## config.mk

```make
export PLATFORM = sky130hd
export DESIGN_NAME = tpb_cell
export DESIGN_NICKNAME = d
export VERILOG_FILES = /design/src/rtl/tpb_pkg.sv /design/src/rtl/tpb_cell.sv
export SDC_FILE = /design/constraint.sdc
export NUM_CORES = 1
export LEC_CHECK = 0
export ABC_AREA = 0
export BUFFER_PORTS_ARGS = -buffer_cell sky130_fd_sc_hd__buf_4
export CAP_MARGIN = 20
export CORE_MARGIN = 5
export CORE_UTILIZATION = 50
export CTS_BUF_LIST = sky130_fd_sc_hd__clkbuf_16
export CTS_CLUSTER_SIZE = 24
export DETAILED_ROUTE_END_ITERATION = 10
export PLACE_DENSITY_LB_ADDON = 0.3
export SYNTH_ARGS = -nofsm -noshare
export SYNTH_HDL_FRONTEND = slang
export SYNTH_SLANG_ARGS = --single-unit
```

## constraint.sdc

```tcl
create_clock -name clk -period 4.3 [get_ports clk]
set_clock_uncertainty 0.2 [all_clocks]
set_input_delay 0.86 -clock clk [delete_from_list [all_inputs] [get_ports clk]]
set_output_delay 0.86 -clock clk [all_outputs]
set_load 0.01 [all_outputs]
```

## src/rtl/tpb_pkg.sv

```systemverilog
`default_nettype none

package tpb_pkg;

    localparam int PALETTE_DEPTH = 64;
    localparam int IDX_W         = (PALETTE_DEPTH > 1) ? $clog2(PALETTE_DEPTH) : 1;
    localparam int CNT_W         = $clog2(PALETTE_DEPTH + 1);

    // fixed result field widths
    localparam int MATCH_W = 6;
    localparam int COUNT_W = 7;

    localparam int CHAN_W = 8;
    localparam int THR_W  = 9;
    localparam logic [THR_W-1:0] THR_RESET = 9'd25;

    // APB register map
    localparam int ADDR_W = 3;
    localparam int DATA_W = 32;
    localparam logic [ADDR_W-3:0] REG_THRESHOLD = '0;

    typedef struct packed {
        logic [CHAN_W-1:0] r;
        logic [CHAN_W-1:0] g;
        logic [CHAN_W-1:0] b;
    } colour_t;

    // broadcast from the controller to every cell
    typedef struct packed {
        logic             hold;
        logic             append;
        logic [THR_W-1:0] threshold;
    } cell_ctrl_t;

endpackage

`default_nettype wire

```

## src/rtl/tpb_cell.sv

```systemverilog
`default_nettype none

// One palette slot plus one stage of the request chain.
module tpb_cell (
    input  wire logic                clk,
    input  wire logic                rst_n,
    input  wire tpb_pkg::cell_ctrl_t ctrl,
    input  wire logic                in_valid,
    input  wire tpb_pkg::colour_t    in_colour,
    input  wire logic                filled,
    output logic                     out_valid,
    output tpb_pkg::colour_t         out_colour,
    output logic                     hit
);
    import tpb_pkg::*;

    logic    tok_valid_reg;
    logic    tok_valid_next;
    colour_t tok_colour_reg;
    colour_t entry_reg;

    logic [CHAN_W-1:0] dr;
    logic [CHAN_W-1:0] dg;
    logic [CHAN_W-1:0] db;
    logic              similar;

    assign tok_valid_next = in_valid | (tok_valid_reg & ctrl.hold);

    always_ff @(posedge clk or negedge rst_n) begin
        if (!rst_n) begin
            tok_valid_reg <= 1'b0;
        end
        else begin
            tok_valid_reg <= tok_valid_next;
        end
    end

    always_ff @(posedge clk) begin
        if (in_valid) begin
            tok_colour_reg <= in_colour;
        end
        if (tok_valid_reg && ctrl.append) begin
            entry_reg <= tok_colour_reg;
        end
    end

    // per-channel absolute difference
    always_comb begin
        dr = (tok_colour_reg.r > entry_reg.r) ? tok_colour_reg.r - entry_reg.r
                                              : entry_reg.r - tok_colour_reg.r;
        dg = (tok_colour_reg.g > entry_reg.g) ? tok_colour_reg.g - entry_reg.g
                                              : entry_reg.g - tok_colour_reg.g;
        db = (tok_colour_reg.b > entry_reg.b) ? tok_colour_reg.b - entry_reg.b
                                              : entry_reg.b - tok_colour_reg.b;
        similar = ({1'b0, dr} < ctrl.threshold) &&
                  ({1'b0, dg} < ctrl.threshold) &&
                  ({1'b0, db} < ctrl.threshold);
    end

    assign hit        = tok_valid_reg & filled & similar;
    assign out_valid  = tok_valid_reg;
    assign out_colour = tok_colour_reg;

endmodule

`default_nettype wire

```

==> flow_summary.ini, run 1 <==
[global_routing]
grt_usage_pct = 19.0
grt_pass1_vias = 3266
antenna_found_initial = 0
grt_max_degree = 26
grt_pass1_wl_mm = 15.2
overflow = 0

[finish]
fillers = 641
finalNonFillerCells = 584
area_growth_pct = 28.2
drive_gt1_share_pct = 27.6
final_nets = 592
diodes = 0

[synthesis]
yosys-top-cells-count = ha_1 (66), inv_1 (59), edfxtp_1 (48)
netlist_area_sq_um = 3980
synthArstFlopShare_pct = 2.04
synthFlopType = edfxtp_1
syn_avg_cell_area_sq_um = 10.6
synthTopCellsByArea = edfxtp_1 (36%), ha_1 (21%), inv_1 (5.6%)
ys_seq_area_share_pct = 36.8
synth_top_area_share_pct = 36.2
yosysWarnings = 0
ys_ff_latch = 49
synthCells = 376
synth.most_common_cell = ha_1
synthesis.nets = 487
synth.distinct_cells = 43
synth_edf_count = 48
synth_top_area_cell = edfxtp_1

[setup_path]
worstSetupPathType = flop to output port
cp_slowest_stage_delay_ps = 400
cp-start-kind = flop
cp_data_arrival_time_ps = 3660
slowest_stage = fa_1
cp-end-kind = output port
cp.required_ps = 3240
path_cells = inv_1 > ha_1 > inv_1 > fa_1 > nand3_2 > a21oi_2 > o41ai_4 > buf_6 > buf_4 > mux2_1 > ha_1 > a211o_1 > o2111ai_1 > a2111oi_1 > nor4_2 > buf_4
crit_fanout = 4
cp_top_family = adder cells
path_buf_inv = 5

[clock_network]
numCtsBuffers = 5
cts_root_buf = clkbuf_16
htreeDepth = 2
clock_sinks = 49
path_clk_slew_ps = 60
cts_tree = yes
clock_latency_ps = 290
cts_max_path_buffers = 2
ctsHoldBuffers = 0

[timing]
slew-limit-headroom_pct = 71.3
rsz0062_at_grt = true
setup_viol = 1
timing.final.crit_period_ps = 4720
final.setup.tns_ps = -422
finalCritPeriodShare_pct = 110
worst_slack_ps = -422
finalHoldViolCount = 0
fmax_mhz = 212
timing.final.max_slew_violations = 0
fin_hold_ws_ps = 135
tightest_slew_ps = 429

[floorplan]
coreArea_sq_um = 7730
die_width_um = 99.2
start_util_pct = 51.5
die_h_um = 99.2
io_pins = 65
rows = 32
fp.dieArea_sq_um = 9840

[power]
total_power_mw = 1.68
power_density_nw_per_um2 = 329
peakVddDrop_v = 0.000207
p_leak_nw = 2.48

[routing]
drc_errors = 0
first_pass_iters = 5
vias_per_cell = 5.37
initialDrtViolationCount = 86
detail-route-antenna-nets = 0
vias = 3135
totalWireLength_mm = 9.09
wl_per_cell_um = 15.6

[job]
drv_cap = 0

[placement]
place_congestion = 0.919
portBuffers = 64
placed_cells = 572
dpl.hpwl_mm = 7.23
place_worst_setup_slack_ps = -189

[outcome]
violations = setup timing
status = finished with violations

[worst_hold_path]
hold_class = input pin to async pin
final timing paths:
check | depth (start not counted) | startpoint | slack, ps | endpoint
worst min-delay path | 1 | rst_n | 130 | out_valid
worst max register to register | 2 | out_valid | 2860 | entry_reg[6]
min in group clk | 0 | out_colour[7] | 300 | entry_reg[7]
max in group asynchronous | 1 | rst_n | 3690 | out_valid
worst min register to register | 0 | out_colour[7] | 300 | entry_reg[7]
worst max-delay path | 16 | out_colour[0] | -420 | hit
area by class of cell:
class	count	area [sq um]	area share, %
inverter	59	221	4.34
sequential	49	1470	28.7
timing repair buffer	110	846	16.6
multi-input combinational	256	2310	45.2
clock buffer	5	125	2.45
clock inverter	3	11.3	0.221
tap	102	128	2.50
cell families (layout without fill, tap and decap cells):
family          count (synthesis)  after routing  share of synthesized area [%]
compound gates                 86             86                           15.4
xor+xnor                       15             15                           3.30
fa+ha+maj                      72             72                           23.8
buf+inv                        71            177                           7.04
flops                          49             49                           36.8
mux                            23             23                           5.97
simple gates                   60             60                           7.67
per-stage QoR:
| step | instance area [sq um] | utilization, % |
|---|---|---|
| 2_1_floorplan | 4000 | - |
| 3_3_place_gp | 4860 | 62.9 |
| 3_5_place_dp | 4860 | 62.9 |
| 4_1_cts | 5070 | 65.7 |
| 5_1_grt | 5100 | 66.0 |
| 6_report | 5100 | 66.0 |
routing by layer:
| metal | share of wire, % | track usage, % |
|---|---|---|
| met1 | 44 | 24.3 |
| met2 | 50 | 33.0 |
| met3 | 4.3 | 3.23 |
| met4 | 1.6 | 5.46 |
| met5 | 0 | 0 |
power breakdown:
group	switching (mW)	leakage [nW]	internal [mW]
clock network	0.171	0.0738	0.210
registers	0.0237	0.474	0.566
logic	0.353	1.94	0.354
total	0.548	2.48	1.13
timing repair:
action / in CTS / in global routing
resized for setup: 9 / 5
setup buffers: 3 / 1
endpoints found under the setup margin: 1 / 1
pin swaps: 1 / 2
layout by cell type (no fill, tap or decap), types with 7 or more instances in the layout:
master,Yosys,final
a211oi_1,9,9
a21o_1,12,12
a21oi_1,27,26
a31oi_1,9,9
buf_4,1,107
edfxtp_1,48,48
ha_1,66,65
inv_1,59,60
mux2i_1,17,16
nand2_1,23,23
nand3_1,10,8
nor2_1,7,7
xnor2_1,8,8
xor2_1,7,7
Note: power is estimated with default switching activity, not from simulation.
==> run 2, diff against run 1 <==
--- a/config.mk
+++ b/config.mk
@@ -9,11 +9,12 @@
 export BUFFER_PORTS_ARGS = -buffer_cell sky130_fd_sc_hd__buf_4
 export CAP_MARGIN = 20
 export CORE_MARGIN = 5
-export CORE_UTILIZATION = 50
+export CORE_UTILIZATION = 28
 export CTS_BUF_LIST = sky130_fd_sc_hd__clkbuf_16
 export CTS_CLUSTER_SIZE = 24
 export DETAILED_ROUTE_END_ITERATION = 10
 export PLACE_DENSITY_LB_ADDON = 0.3
+export SETUP_SLACK_MARGIN = 0.1
 export SYNTH_ARGS = -nofsm -noshare
 export SYNTH_HDL_FRONTEND = slang
 export SYNTH_SLANG_ARGS = --single-unit
==> run 2 against run 1 <==
- the run still ends with setup timing left
- via count grew 0.35%
- core utilization shrank 28 points
- count of clock-buffer cells in the layout is the same
- non-clock buffer count grew 15
- wire length grew 5.2%
- global-route usage shrank 7.2 points
- setup slack lost 20 ps
- register-to-register slack lost 20 ps
- critical path type unchanged
- largest power group unchanged
==> flow_summary.ini, run 2 (synthesis gave the netlist of run 1 again) <==
[setup_path]
rrSetupSlack_ps = 2840
cp_slowest_stage_delay_ps = 390
slowest_stage = edfxtp_1
r2r_end = entry_reg[3]
path_buf_inv = 4
crit_fanout = 6
timing.rr.start = out_valid
cp_data_arrival_time_ps = 3680
cp-end-kind = output port
path_cells = inv_1 > ha_2 > inv_1 > fa_2 > nand3_2 > a21boi_2 > o41ai_4 > buf_6 > mux2i_1 > xor2_1 > ha_1 > a2111oi_2 > o21ai_1 > a21oi_1 > o2111ai_2 > nor4_4 > buf_4
crit_path_frequent_cell = inv_1
rr_worst_depth = 2
worstSetupPathType = flop to output port
cp_top_family = compound AO/OA/AOI/OAI gates
cp-start-kind = flop
cp.required_ps = 3240

[floorplan]
start_util_pct = 28.6
die_h_um = 129
fp.dieArea_sq_um = 16700
die_width_um = 129
rows = 43
coreArea_sq_um = 13900
io_pins = 65

[placement]
portBuffers = 64
dpl.hpwl_mm = 7.79
place_congestion = 0.924
placed_cells = 669

[clock_network]
cts_tree = yes
cts_root_buf = clkbuf_16
cts_max_path_buffers = 2
clock_latency_ps = 290
ctsHoldBuffers = 0
clock_sinks = 49
path_clk_slew_ps = 60
numCtsBuffers = 5
htreeDepth = 2

[global_routing]
grt_max_degree = 26
antenna_found_initial = 0
grt_pass1_vias = 3332
grt_pass1_wl_mm = 15.5
overflow = 0
grt_usage_pct = 11.8

[finish]
diodes = 0
finalNonFillerCells = 677
mostFrequentLayoutCell = buf_4
register_area_sq_um = 1470
fillers = 1374
area_growth_pct = 32.4
final_core_util_pct = 37.8
final_nets = 607
drive_gt1_share_pct = 29.0
multi_input_area_sq_um = 2280
mostFrequentLayoutCells = buf_4 (124), ha_1 (65), inv_1 (61)

[outcome]
status = finished with violations
violations = setup timing

[power]
combPwrFrac_pct = 42.4
p_seq_share_pct = 35.2
total_power_mw = 1.67
peakVddDrop_v = 0.000165
power.internal_mw = 1.13
swShare_pct = 32.2
power_density_nw_per_um2 = 317
switchingPower_mw = 0.539
p_leak_nw = 2.55
clkPwrFrac_pct = 22.4

[timing]
final.setup.tns_ps = -442
fin_hold_ws_ps = 126
tightest_slew_ps = 400
worst_slack_ps = -442
timing.final.crit_period_ps = 4740
finalCritPeriodShare_pct = 110
finalHoldViolCount = 0
setup_viol = 1
timing.final.max_slew_violations = 0
slew-limit-headroom_pct = 72.7
fmax_mhz = 211
rsz0062_at_grt = true

[routing]
initialDrtViolationCount = 164
vias = 3146
first_pass_iters = 4
drc_errors = 0
vias_per_cell = 4.65
totalWireLength_mm = 9.56
detail-route-antenna-nets = 0
wl_per_cell_um = 14.1

[job]
drv_cap = 0

[worst_hold_path]
hold_class = input pin to async pin
run 2: how the worst max path moves through the flow:
stage | depth (start not counted) | end | slack, ps | start
after CTS | 18 | hit | -410 | out_colour[0]
after global placement | 16 | hit | -80 | out_colour[0]
after floorplan | 15 | hit | -10 | out_colour[16]
after global routing | 16 | hit | -710 | out_colour[16]
after detailed placement | 17 | hit | -150 | out_colour[16]
final | 17 | hit | -440 | out_colour[16]
run 2: power groups by stage:
stage	Clock (mW)	Combinational, mW	Sequential [mW]
finish	0.375	0.710	0.588
global route	0.411	0.800	0.594
CTS	0.396	0.716	0.589
detailed placement	0	0.696	0.600
global placement	0	0.684	0.598
floorplan	0	0.419	0.609
run 2: layer usage:
| metal | routed length (um) | track usage (%) | vias to the layer above |
|---|---|---|---|
| met3 | 486 | 3.05 | 18 |
| li1 | - | - | 1594 |
| met2 | 4570 | 19.8 | 76 |
| met1 | 4280 | 14.6 | 1458 |
| met5 | 0 | 0 | - |
| met4 | 227 | 4.45 | 0 |
run 2: worst reg2reg max path, cell delays in order (launching register included):
cell and delay (ps):
dfrtp_1 430, and2_1 150, buf_4 330
run 2: layout make-up:
cell class | count | area share, %
flip-flops and latches | 49 | 27.8
clock buffers | 5 | 2.37
repair buffers | 125 | 17.9
multi-input cells | 256 | 43.2
inverters | 59 | 4.20
clock inverters | 3 | 0.214
well taps | 180 | 4.27
run 2: stage by stage:
stage	setup WS [ps]	instance area [sq um]
final	-442	5270
after global routing	-713	5270
after CTS	-406	5270
after detailed placement	-151	5100
after global placement	-82.0	5100
after floorplan	-12.7	4000
run 2: timing repair:
action	in CTS	in global routing
endpoints found under the setup margin	1	1
buffers inserted	0	0
gates resized for setup	6	1
==> run 3, diff against run 2 <==
--- a/config.mk
+++ b/config.mk
@@ -5,7 +5,7 @@
 export SDC_FILE = /design/constraint.sdc
 export NUM_CORES = 1
 export LEC_CHECK = 0
-export ABC_AREA = 0
+export ABC_AREA = 1
 export BUFFER_PORTS_ARGS = -buffer_cell sky130_fd_sc_hd__buf_4
 export CAP_MARGIN = 20
 export CORE_MARGIN = 5
@@ -13,6 +13,7 @@
 export CTS_BUF_LIST = sky130_fd_sc_hd__clkbuf_16
 export CTS_CLUSTER_SIZE = 24
 export DETAILED_ROUTE_END_ITERATION = 10
+export HOLD_SLACK_MARGIN = 0.08
 export PLACE_DENSITY_LB_ADDON = 0.3
 export SETUP_SLACK_MARGIN = 0.1
 export SYNTH_ARGS = -nofsm -noshare
==> run 3 against run 2 <==
- the flow now finishes without violations
- sequential power rose by 1%
- final cell count increased by 38%
- register-to-register slack improved by 60 ps
- core utilization is 1.3 points lower
- combinational power grew 21%
- synthesized area rose by 18%
- via count increased by 22%
- synthesized cell count is 69% higher
- setup slack improved by 720 ps
==> flow_summary.ini, run 3 <==
[clock_network]
clock_latency_ps = 300
clock_sinks = 49
cts_tree = yes
cts_root_buf = clkbuf_16
htreeDepth = 2
path_clk_slew_ps = 70
ctsHoldBuffers = 0
cts_max_path_buffers = 2
numCtsBuffers = 5

[finish]
register_area_sq_um = 1470
finalNonFillerCells = 935
mostFrequentLayoutCell = nand2_1
area_growth_pct = 28.2
fillers = 1744
mostFrequentLayoutCells = nand2_1 (221), inv_1 (134), buf_4 (80)
diodes = 0
drive_gt1_share_pct = 24.5
final_nets = 825
final_core_util_pct = 36.5
multi_input_area_sq_um = 2970

[timing]
final.setup.tns_ps = 0
finalCritPeriodShare_pct = 93.5
finalHoldViolCount = 0
tightest_slew_ps = 382
timing.final.crit_period_ps = 4020
slew-limit-headroom_pct = 74.5
timing.final.max_slew_violations = 0
setup_viol = 0
fmax_mhz = 249
rsz0062_at_grt = true

[floorplan]
rows = 47
coreArea_sq_um = 16500
io_pins = 65
fp.dieArea_sq_um = 19500
die_h_um = 140
die_width_um = 140
start_util_pct = 28.5

[global_routing]
met1_usage_pct = 14.5
grt_usage_pct = 10.2
met3_usage_pct = 2.44
grt-busiest-layer = met2
grt_util_met2_pct = 15.6
antenna_found_initial = 0
overflow = 0
grt_pass1_wl_mm = 16.6
grt_max_degree = 26
grt_pass1_vias = 3637

[power]
power_density_nw_per_um2 = 317
peakVddDrop_v = 0.000146
total_power_mw = 1.92
p_leak_nw = 3.14

[routing]
vias_per_cell = 4.11
totalWireLength_mm = 10.2
wl_per_cell_um = 10.9
first_pass_iters = 4
drc_errors = 0
vias = 3840
initialDrtViolationCount = 137
detail-route-antenna-nets = 0

[synthesis]
synth.distinct_cells = 26
ys_seq_area_share_pct = 31.1
synth.most_common_cell = nand2_1
synth_top_area_share_pct = 30.6
ys_ff_latch = 49
synthFlopType = edfxtp_1
synthCells = 634
synth_top_area_cell = edfxtp_1
synthArstFlopShare_pct = 2.04
synthTopCellsByArea = edfxtp_1 (31%), nand2_1 (18%), ha_1 (18%)
netlist_area_sq_um = 4710
synth_edf_count = 48
synthesis.nets = 745
yosys-top-cells-count = nand2_1 (228), inv_1 (141), ha_1 (66)
yosysWarnings = 0
syn_avg_cell_area_sq_um = 7.43

[setup_path]
cp_slowest_stage_delay_ps = 420
crit_fanout = 3
path_cells = buf_4 > buf_4 > ha_1 > inv_2 > fa_2 > a21oi_2 > xor2_1 > nand2_1 > nand2_1 > inv_1 > ha_1 > and3_1 > nand2_1 > a21oi_2 > nor3_2 > buf_4
worstSetupPathType = flop to output port
timing.rr.start = out_valid
cp-end-kind = output port
crit_start = out_colour[16]
cp_data_arrival_time_ps = 2960
cp.required_ps = 3240
slowest_stage = fa_2
cp-start-kind = flop

[placement]
dpl.hpwl_mm = 7.84
place_congestion = 0.778
placed_cells = 911
portBuffers = 64

[job]
drv_cap = 0

[outcome]
status = complete, no violations

[worst_hold_path]
hold_class = input pin to async pin
-- run 3: changes by cell type after synthesis, sizes merged, moves of 11 or more --
cell and delta:
a21o -11, nand3 +26, inv +87, nand2 +217, nor2 +14, mux2i -17
-- run 3: metrics by stage --
stage	setup WS (ps)	hold WS [ps]	cell area, sq um
floorplan	638	327	4710
global placement	404	291	5420
detailed placement	376	300	5420
CTS	140	103	5610
global route	66.8	106	6040
finish	278	117	6040
-- run 3: report_power, final --
| group | switching [mW] | total [mW] | internal (mW) |
|---|---|---|---|
| clock network | 0.191 | 0.464 | 0.273 |
| logic | 0.481 | 0.857 | 0.376 |
| registers | 0.0284 | 0.595 | 0.567 |
-- run 3: cell families after synthesis --
group / Yosys count / share of synthesized area (%)
AO/OA/AOI/OAI: 37 / 5.95
XOR/XNOR: 18 / 3.35
adder cells (fa/ha/maj): 72 / 20.1
buffers and inverters: 154 / 12.7
flip-flops: 49 / 31.1
AND/OR/NAND/NOR: 304 / 26.8
-- run 3: cell type report --
| type | instances | share of cell area (%) |
|---|---|---|
| Sequential cell | 49 | 24.3 |
| Tap cell | 220 | 4.56 |
| Clock buffer | 5 | 2.07 |
| Inverter | 146 | 9.07 |
| Multi-Input combinational cell | 431 | 49.2 |
| Timing Repair Buffer | 81 | 10.1 |
| Clock inverter | 3 | 0.684 |
-- run 3: routing by layer --
layer	share of wire, %	vias up
met5	0	-
met4	0.91	0
met3	3.7	5
li1	-	2095
met2	44	52
met1	52	1688
-- run 3: timing repair --
action                     4_1_cts  5_1_grt
buffers inserted                 2       14
pin swaps                        0       36
gates resized for setup          1       67
setup endpoints to repair        1        1
hold endpoints to repair         0        0
-- run 3: path summary, 6_finish.rpt --
| path | slack, ps | cells past startpoint | end |
|---|---|---|---|
| worst max-delay path | 280 | 16 | hit |
| worst min-delay path | 120 | 1 | out_valid |
| worst max register to register | 2900 | 3 | entry_reg[19] |
| worst min register to register | 310 | 0 | entry_reg[7] |
| max in group asynchronous | 3700 | 1 | out_valid |
| min in group clk | 310 | 0 | entry_reg[7] |
-- run 3: worst max-delay path: cells and delay by family (launching register included) --
family          cells  cell delay, ps
fa+ha+maj           3             860
simple gates        5             560
buf+inv             5             460
flops               1             390
compound gates      2             220
xor+xnor            1             170
